--- config.mk ---
export PLATFORM = sky130hd
export DESIGN_NAME = sigrrip_ctrl
export DESIGN_NICKNAME = d
export VERILOG_FILES = /design/src/hdl/sigrrip_pkg.sv /design/src/hdl/sigrrip_ctrl.sv
export SDC_FILE = /design/constraint.sdc
export NUM_CORES = 1
export LEC_CHECK = 0
export BUFFER_PORTS_ARGS = -buffer_cell sky130_fd_sc_hd__buf_2
export CAP_MARGIN = 30
export CORE_AREA = 2 2 39 41
export CTS_CLUSTER_SIZE = 10
export DETAILED_ROUTE_END_ITERATION = 8
export DIE_AREA = 0 0 41 43
export SLEW_MARGIN = 40
export SYNTH_ARGS = -nofsm -noshare
export SYNTH_HDL_FRONTEND = slang
export SYNTH_SLANG_ARGS = --single-unit
--- constraint.sdc ---
create_clock -name clk -period 3.56 [get_ports clk]
set_clock_uncertainty 0.05 [all_clocks]
set_input_delay 0.712 -clock clk [delete_from_list [all_inputs] [get_ports clk]]
set_output_delay 0.712 -clock clk [all_outputs]
set_load 0.005 [all_outputs]
--- src/hdl/sigrrip_pkg.sv ---
// ----------------------------------------------------------------------------
// sigrrip_pkg
// Sizes, row layout and controller/datapath interface types for the
// signature-based RRIP replacement unit.
// ----------------------------------------------------------------------------
package sigrrip_pkg;

    localparam int SETS            = 2048;
    localparam int WAYS            = 16;
    localparam int RRPV_WIDTH      = 2;
    localparam int SIGNATURE_WIDTH = 15;
    localparam int COUNTER_MAX     = 7;

    // port field widths
    localparam int SET_IN_W = 11;
    localparam int WAY_IN_W = 4;
    localparam int PC_W     = 64;
    localparam int RR_OUT_W = 2;
    localparam int THR_W    = 3;
    localparam logic [THR_W-1:0] THR_RESET = 3'd3;

    localparam int SET_W       = $clog2(SETS);
    localparam int WAY_W       = $clog2(WAYS);
    localparam int SIG_W       = SIGNATURE_WIDTH;
    localparam int SIG_ENTRIES = 1 << SIGNATURE_WIDTH;
    localparam int CNT_W       = $clog2(COUNTER_MAX + 1);
    localparam int CMP_W       = (CNT_W > THR_W) ? CNT_W : THR_W;
    localparam int RRPV_LEVELS = 1 << RRPV_WIDTH;

    localparam logic [RRPV_WIDTH-1:0] RRPV_TOP  = {RRPV_WIDTH{1'b1}};
    localparam logic [RRPV_WIDTH-1:0] RRPV_NEAR = RRPV_TOP - 1'b1;
    localparam logic [RRPV_WIDTH-1:0] RRPV_HIT  = '0;

    localparam logic [CNT_W-1:0] CNT_MAX  = CNT_W'(COUNTER_MAX);
    localparam logic [CNT_W-1:0] CNT_INIT = CNT_W'(COUNTER_MAX >> 1);

    // clearing pass covers the larger of the two stores
    localparam int CLR_DEPTH = (SIG_ENTRIES > SETS) ? SIG_ENTRIES : SETS;
    localparam int CLR_W     = $clog2(CLR_DEPTH);

    // one set row: every way's state side by side
    typedef struct packed {
        logic [WAYS-1:0][SIG_W-1:0]      sig;
        logic [WAYS-1:0]                 reused;
        logic [WAYS-1:0][RRPV_WIDTH-1:0] rrpv;
    } row_t;

    localparam int ROW_W = $bits(row_t);

    localparam row_t ROW_INIT = '{sig: '0, reused: '0, rrpv: {WAYS{RRPV_TOP}}};

    // controller -> datapath
    typedef struct packed {
        logic clear;   // clearing pass, one entry per cycle
        logic load;    // word accepted: latch fields, issue reads
        logic eval;    // row and counter data valid
        logic old_rd;  // read counter of evicted signature
        logic fill;    // update counters, write row, issue result
    } cmd_t;

    // datapath -> controller
    typedef struct packed {
        logic clear_done;
        logic is_hit;
    } sts_t;

endpackage

--- src/hdl/sigrrip_ctrl.sv ---
// ----------------------------------------------------------------------------
// sigrrip_ctrl
// Sequencer: clearing pass after reset, then a hit sequence (eval) or a miss
// sequence (eval, old_rd, fill) per accepted word.
// ----------------------------------------------------------------------------
module sigrrip_ctrl (
    input  logic              clk,
    input  logic              rst_n,
    input  logic              start,
    output logic              busy,
    input  sigrrip_pkg::sts_t sts,
    output sigrrip_pkg::cmd_t cmd
);
    import sigrrip_pkg::*;

    localparam logic [2:0] S_CLEAR = 3'd0;
    localparam logic [2:0] S_IDLE  = 3'd1;
    localparam logic [2:0] S_EVAL  = 3'd2;
    localparam logic [2:0] S_OLDRD = 3'd3;
    localparam logic [2:0] S_FILL  = 3'd4;

    logic [2:0] state_reg;
    logic [2:0] state_next;

    always_comb
    begin
        state_next = state_reg;
        case (state_reg)
            S_CLEAR:
            begin
                if (sts.clear_done)
                begin
                    state_next = S_IDLE;
                end
            end
            S_IDLE:
            begin
                if (start)
                begin
                    state_next = S_EVAL;
                end
            end
            S_EVAL:
            begin
                state_next = sts.is_hit ? S_IDLE : S_OLDRD;
            end
            S_OLDRD:
            begin
                state_next = S_FILL;
            end
            S_FILL:
            begin
                state_next = S_IDLE;
            end
            default:
            begin
                state_next = S_CLEAR;
            end
        endcase
    end

    always_ff @(posedge clk or negedge rst_n)
    begin
        if (!rst_n)
        begin
            state_reg <= S_CLEAR;
        end
        else
        begin
            state_reg <= state_next;
        end
    end

    assign busy       = (state_reg != S_IDLE);
    assign cmd.clear  = (state_reg == S_CLEAR);
    assign cmd.load   = (state_reg == S_IDLE) && start;
    assign cmd.eval   = (state_reg == S_EVAL);
    assign cmd.old_rd = (state_reg == S_OLDRD);
    assign cmd.fill   = (state_reg == S_FILL);

endmodule

### Word-level counts from Yosys, hierarchy flattened

Cells that the tools add are included.

| storage, ports and cells | value |
|---|---|
| bits in registers | 3 |
| output and inout bits | 6 |
| word-level logic and storage cells | 15 |

| cells by class | value |
|---|---|
| mux-type cells | 4 |
| reduce and logical (&&, ||, !) cells | 3 |
| equal/unequal tests | 7 |

Operators by type and width:

| cell | number |
|---|---|
| $pmux 3 s5 | 1 |
| $eq 3x2->1 const B | 2 |
| $mux 3 | 2 |
| $ne 2x2->1 const B | 2 |
| $eq 3x1->1 const B | 1 |
| $eq 3x3->1 const B | 1 |
| $logic_not 3->1 | 1 |
| $ne 3x1->1 const B | 1 |
| $mux 2 | 1 |
| $reduce_and 2->1 | 1 |
| $logic_and 1x1->1 | 1 |

### Logic depth before layout (Yosys ltp)

Gate-level depths: netlist (run 1).

| depth | value |
|---|---|
| depth in word-level cells | 3 |
| gate-level depth with buffers | 3 |

### Worst setup path after synthesis (run 1)

OpenSTA, ideal clock, no wires.

| timing | value |
|---|---|
| path kind | input port to output port |
| from | in start |
| to | out cmd[3] (netlist bit) |
| buffers on the path | 0 |
| stages on the path | 1 |
| slack | 1.877 ns |
| data arrival time | 0.921 ns |
| path through | and4bb_2 |

| between the ends | value |
|---|---|
| word-level cells in the longest chain between the ends | 1 |

RTL lines:

| element | line | text |
|---|---|---|
| start: declaration | sigrrip_ctrl.sv:9 | `input logic start,` |
| $logic_and 1x1->1 | sigrrip_ctrl.sv:76 | `assign cmd.load = (state_reg == S_IDLE) && start;` |
| end: declaration | sigrrip_ctrl.sv:12 | `output sigrrip_pkg::cmd_t cmd` |

Every way passes these cells.

### Worst setup path in the final report (run 1)

| timing | value |
|---|---|
| from | reg state_reg[0] |
| to | out busy |

| between the ends | value |
|---|---|
| word-level cells in the longest chain between the ends | 1 |

RTL lines:

| element | line | text |
|---|---|---|
| start: declaration | sigrrip_ctrl.sv:22 | `logic [2:0] state_reg;` |
| start signal: assignment | sigrrip_ctrl.sv:70 | `state_reg <= state_next;` |
| $ne 3x1->1 | sigrrip_ctrl.sv:74 | `assign busy = (state_reg != S_IDLE);` |
| end: declaration | sigrrip_ctrl.sv:10 | `output logic busy,` |

Every way passes these cells.

==> results of run 1 <==
## logic make-up (layout without fill, tap and decap cells)
| family | count (synthesis) | count (layout) |
|---|---|---|
| buf+inv | 2 | 14 |
| simple gates | 12 | 12 |
| compound gates | 2 | 2 |
| flops | 3 | 3 |
## cells in the final DEF (no fill, tap or decap), drive strengths merged
master	n
or2	1
dfrtp	3
nand3b	1
and2	1
and4bb	1
or3b	2
nor4b	1
a21oi	1
nor3	1
nor2	1
buf	10
and3b	2
a211o	1
clkbuf	4
nor3b	1
## worst register-to-register path, stage by stage (launching register included)
cell and delay (ns):
dfrtp_1 0.47, or2_0 0.26, a211o_1 0.29
## worst paths after layout
check / from / endpoint / cells past startpoint / slack (ns)
worst max-delay path: state_reg[0] / busy / 2 / 1.58
worst min-delay path: rst_n / state_reg[1] / 1 / 0.21
worst max register to register: state_reg[2] / state_reg[0] / 2 / 2.37
worst min register to register: state_reg[2] / state_reg[1] / 1 / 0.54
max in group asynchronous: rst_n / state_reg[2] / 1 / 3.14
min in group clk: state_reg[2] / state_reg[1] / 1 / 0.54
## per-stage QoR
stage | area [sq um] | util, % | hold slack, ns | setup slack [ns]
after floorplan | 205 | - | 0.366 | 1.88
after global placement | 263 | 19.0 | 0.456 | 1.65
after detailed placement | 263 | 19.0 | 0.458 | 1.65
after CTS | 289 | 20.9 | 0.206 | 1.57
after global routing | 289 | 20.9 | 0.209 | 1.54
final | 289 | 20.9 | 0.212 | 1.58
## synthesized netlist by cell type
master,number
a211o_1,1
a21oi_2,1
and2_1,1
and3b_2,2
and4bb_2,1
buf_2,1
buf_4,1
dfrtp_1,3
nand3b_1,1
nor2_1,1
nor3_1,1
nor3b_2,1
nor4b_1,1
or2_0,1
or3b_1,2
## power groups by stage
stage          sequential (mW)  clock (mW)  combinational (mW)
2_1_floorplan           0.0594           0              0.0917
3_3_place_gp            0.0842           0              0.0992
3_5_place_dp            0.0854           0               0.100
4_1_cts                 0.0850      0.0634               0.100
5_1_grt                 0.0899      0.0645               0.108
6_report                0.0847      0.0605              0.0987
## final cells by class
cell class	instances	area (sq um)
clock buffers	4	26.3
well taps	16	20.0
repair buffers	10	50.0
fillers	170	1090
flip-flops and latches	3	75.1
multi-input cells	14	118
## layer usage
metal	up-vias	wire length, um	GRT usage, %
met5	-	0	0
met4	0	17	8.00
met3	2	21	0
met2	8	201	5.63
met1	85	191	6.49
li1	94	-	-
==> results.md, run 1 <==
* Chip Width at between 40 and 50 um
* Final critical-path required period at approximately 2.0 ns
* PwrDens at 844 nW/um^2
* Worst slew pin tran at 0.290 ns
* Detailed Route WL at between 400 and 500 um
* Combinational share of power at 40.5%
* Post-route insts no fill at 47
* PortBufs at 10
* Worst-skew pair later-pin latency at 0.23 ns
* Worst EP required at 2.80 ns
* Cell Int Power at roughly 0.16 mW
* # rows at 14
* Post-CTS setup buffer count at 0
* CP top delay family: flip-flops
* Simple logic cell fraction of the synthesized area at 48.8%
* Hold buffers post-CTS at 0
* Crit path largest cell delay at 0.48 ns
* Status: complete, no violations
* Crit-path max FO at 10
* Total gr overflow at 0
* N_diodes at 0
* Fin. max-slew vios at 0
* CTS tree: built
* Post-synthesis sequential area ratio at 36.6%
* Fin Setup TNS at 0 ns
* Cell taking the most area after synthesis: dfrtp_1
* Initial drt markers at 1
* WP data arrival at 1.22 ns
* Initial antenna violation count at 0
* Pin count of the biggest net entering global routing at 11
* Post-synth top area share at roughly 37%
* Largest register FFs at 3
* H-tree depth at 1
* Die H at 43 um
* Distinct cell type count after synthesis at 15
* GR Util All Layers at under 10%
* Total number of vias at 189
* Core ar. at around 1400 sq um
* Crit. End Element: output pin
* XOR/XNOR share of the synthesized area at 0%
* Warnings from Yosys at 0
* Post-synthesis mux area share at 0%
* Final setup viols at 0
* DR pass1 iterations at 2
* RSZ-0062 raised after global routing: no
* Wirelength per Cell at slightly above 9 um
* Max clock buf depth at 2
* Clock slew at reported path FFs at 0.04 ns
* Die area at 1760 sq um
* Largest family of logic cells by synthesized area: simple AND/OR/NAND/NOR gates
* Post_cts resized at 0
* Final cycle utilization of the critical path at 55.6%
* Remaining DRCs at 0
* Reg power frac at approximately a third
* Layout net count at 37
* Layout cells sized above 1 at 58.1%
* Synth Area per Inst at ~11 sq um
* FMAX at 0.505 GHz
* CTS root buffer: clkbuf_4
* Tot Pwr at about 0.24 mW
* GPL Wtd Cong at 0.668
* Final Hold Vio Count at 0
* Max-cap viol count at 0
* Buf/Inv on CP at 1
* Synthesized area at 205 sq um
* Post-route antenna net violation count at 0
* Clk network pwr share at ~25%
* Top Ports at 11
* Switching share of power at around 36%
* Placed Instances at 43
* Vias per cell at about 4.0
* Initial Utilization at between 10 and 15%
* Slew HR at 80.6%
* Slowest CP cell: dfrtp_1
* Psw at 0.0877 mW
* Leak at about 0.14 nW
* First-pass GRT wire length at 565 um
* CP Cell Sequence: or3b_1, buf_2
* Critical Path Start Type: register
* Vias in the first global route at 156
* Post-synthesis adder-cell area fraction at 0%
* Top cells by area, synth: dfrtp_1, and3b_2, or3b_1, and4bb_2, nor3b_2
* Class of the most critical setup path: register to output pin
* Synthesized Nets at 24
* Hold Path Class: primary input to asynchronous set/reset pin
* Clk sinks at 3
* Max VDD drop at 185 uV
* Synth Register Bits at 3
* Synth Area in Compound Gates at 8.54%
* Area delta synth->final at 40.9%
* Post-Syn Instances at 19
* CTS Buf Count at 3
Power figures use the tool's default switching activity.
==> run 2: changes to the inputs <==
==> constraint.sdc (replaced) <==
create_clock -name clk -period 1.8 [get_ports clk]
set_clock_uncertainty 0.05 [all_clocks]
set_input_delay 0.36 -clock clk [delete_from_list [all_inputs] [get_ports clk]]
set_output_delay 0.36 -clock clk [all_outputs]
set_load 0.005 [all_outputs]
==> run 2 against run 1 <==
Compared with the run above:
- non-clock buffer count up 1
- combinational power increased by 100%
- die area did not move
- critical path depth unchanged
- highest routed layer is now met3
- global-route usage up 0.89 points
- largest power group unchanged
- utilization up 0.72 points
- worst setup slack worse by 1.4 ns
- sequential power increased by 95%
- critical path type unchanged
- wire length unchanged
- via count is the same
- final area rose by 3.5%
==> results.md, run 2 (synthesis gave the netlist of run 1 again) <==
* Final setup viols at 0 (unchanged)
* RSZ-0062 raised after global routing: no (unchanged)
* Crit. End Element: output pin (unchanged)
* Class of the most critical setup path: register to output pin (unchanged)
* Tot Pwr at 0.481 mW (was 0.244 mW)
* Vias per cell at 3.94 (was 4.02)
* Post-route antenna net violation count at 0 (unchanged)
* Clk sinks at 3 (unchanged)
* Wirelength per Cell at 8.98 um (was 9.17 um)
* Most frequent cells in the layout: buf_2, clkbuf_4, dfrtp_1 (unchanged)
* Reg power frac at 34.4% (was 34.7%)
* N_diodes at 0 (unchanged)
* CTS Buf Count at 3 (unchanged)
* Core ar. at 1380 sq um (unchanged)
* Clk network pwr share at 24.2% (was 24.8%)
* Total gr overflow at 0 (unchanged)
* Leak at 0.147 nW (was 0.143 nW)
* Hold buffers post-CTS at 1 (was 0)
* Final cycle utilization of the critical path at roughly nine tenths
* Switching share of power at 35.5% (was 35.9%)
* H-tree depth at 1 (unchanged)
* Worst-skew pair later-pin latency at 0.23 ns (about the same)
* Vias in the first global route at 185 (was 156)
* Remaining DRCs at 0 (unchanged)
* Final critical-path required period at 1.62 ns
* Slew HR at 81.2% (was 80.6%)
* Chip Width at 41 um (unchanged)
* Detailed Route WL at 431 um (unchanged)
* Final design area excluding fillers at 299 sq um (was 289 sq um)
* Post-DP Area at 263 sq um (unchanged)
* First-pass GRT wire length at 648 um (was 565 um)
* Final Hold Vio Count at 0 (unchanged)
* Critical Path Start Type: register (unchanged)
* Combinational share of power at 41.5% (was 40.5%)
* FMAX at 0.616 GHz
* Multi-input gate area at 118 sq um (unchanged)
* WP data arrival at 1.21 ns (was 1.22 ns)
* Post_cts resized at 0 (unchanged)
* Layout net count at 38 (was 37)
* Crit-path max FO at 10 (unchanged)
* PortBufs at 10 (unchanged)
* Total number of vias at 189 (unchanged)
* Clock slew at reported path FFs at 0.04 ns (about the same)
* Largest register FFs at 3 (unchanged)
* Max VDD drop at 270 uV (was 185 uV)
* Area delta synth->final at 45.7% (was 40.9%)
* GR Util All Layers at 5.93% (was 5.04%)
* Worst EP required at 1.39 ns (was 2.80 ns)
* Register area at 75.1 sq um (unchanged)
* Met3 WL at 41 um (was 21 um)
* Max clock buf depth at 2 (unchanged)
* PwrDens at 1610 nW/um^2 (was 844 nW/um^2)
* Fin. max-slew vios at 0 (unchanged)
* CTS tree: built (unchanged)
* Pin count of the biggest net entering global routing at 11 (unchanged)
* Post-CTS setup buffer count at 0 (unchanged)
* Metal1 wirelength at 168 um (was 191 um)
* GPL Wtd Cong at 0.601 (was 0.668)
* Met2 routed WL at 220 um (was 201 um)
* Placed Instances at 43 (unchanged)
* Max-cap viol count at 0 (unchanged)
* Status: complete, no violations (unchanged)
* Cell Int Power at 0.310 mW (was 0.156 mW)
* Die area at 1760 sq um (unchanged)
* Filler cells at 167 (was 170)
* Worst slew pin tran at 0.278 ns (was 0.290 ns)
* Die H at 43 um (unchanged)
* Commonest non-fill, non-tap cell in the layout: buf_2 (unchanged)
* # rows at 14 (unchanged)
* Initial antenna violation count at 0 (unchanged)
* CTS root buffer: clkbuf_4 (unchanged)
* Initial Utilization at 14.8% (unchanged)
* Max layer used: met3 (was met4)
* Post-route insts no fill at 48 (was 47)
* DR pass1 iterations at 2 (unchanged)
* Initial drt markers at 5 (was 1)
* Fin Setup TNS at 0 ns (unchanged)
* Top Ports at 11 (unchanged)
* Hold Path Class: primary input to register (was primary input to asynchronous set/reset pin)
* Final core utilization at 21.6% (was 20.9%)
* Layout cells sized above 1 at 56.3% (was 58.1%)
* Psw at 0.171 mW (was 0.0877 mW)
run 2: changes by cell type in the layout (fill, tap and decap cells not counted):
cell | before | now
dlygate4sd3_1 | 0 | 1
run 2: path summary, 6_finish.rpt:
check | from | endpoint | slack (ns) | depth (start not counted)
worst max-delay path | state_reg[0] | busy | 0.18 | 2
worst min-delay path | sts[0] | state_reg[1] | 0.35 | 3
worst max register to register | state_reg[2] | state_reg[0] | 0.62 | 2
worst min register to register | state_reg[2] | state_reg[1] | 0.53 | 1
max in group asynchronous | rst_n | state_reg[1] | 1.19 | 2
min in group asynchronous | rst_n | state_reg[2] | 0.41 | 2
run 2: per-stage QoR:
stage | setup WS, ns | hold WS (ns)
2_1_floorplan | 0.544 | 0.0144
3_3_place_gp | 0.438 | 0.107
3_5_place_dp | 0.425 | 0.106
4_1_cts | 0.166 | 0.347
5_1_grt | 0.108 | 0.359
6_report | 0.177 | 0.353
run 2: layer usage:
| layer | up-vias | GRT usage [%] |
|---|---|---|
| li1 | 94 | - |
| met2 | 6 | 8.13 |
| met4 | 0 | 6.00 |
| met5 | - | 0 |
| met3 | 0 | 4.19 |
| met1 | 89 | 5.16 |
run 2: final cells by class:
type | instances | area share [%]
multi-input combinational | 14 | 39.3
sequential | 3 | 25.1
timing repair buffer | 11 | 20.1
clock buffer | 4 | 8.79
tap | 16 | 6.69
run 2: power groups by stage:
| stage | Combinational (mW) | Clock (mW) | Sequential [mW] |
|---|---|---|---|
| CTS | 0.205 | 0.123 | 0.166 |
| finish | 0.199 | 0.116 | 0.165 |
| global route | 0.221 | 0.126 | 0.179 |
| floorplan | 0.181 | 0 | 0.118 |
| detailed placement | 0.200 | 0 | 0.166 |
| global placement | 0.199 | 0 | 0.162 |
run 2: worst max-delay path, cell delays in order (launching register included):
cell and delay [ns]:
dfrtp_1 0.48, or3b_1 0.37, buf_2 0.13
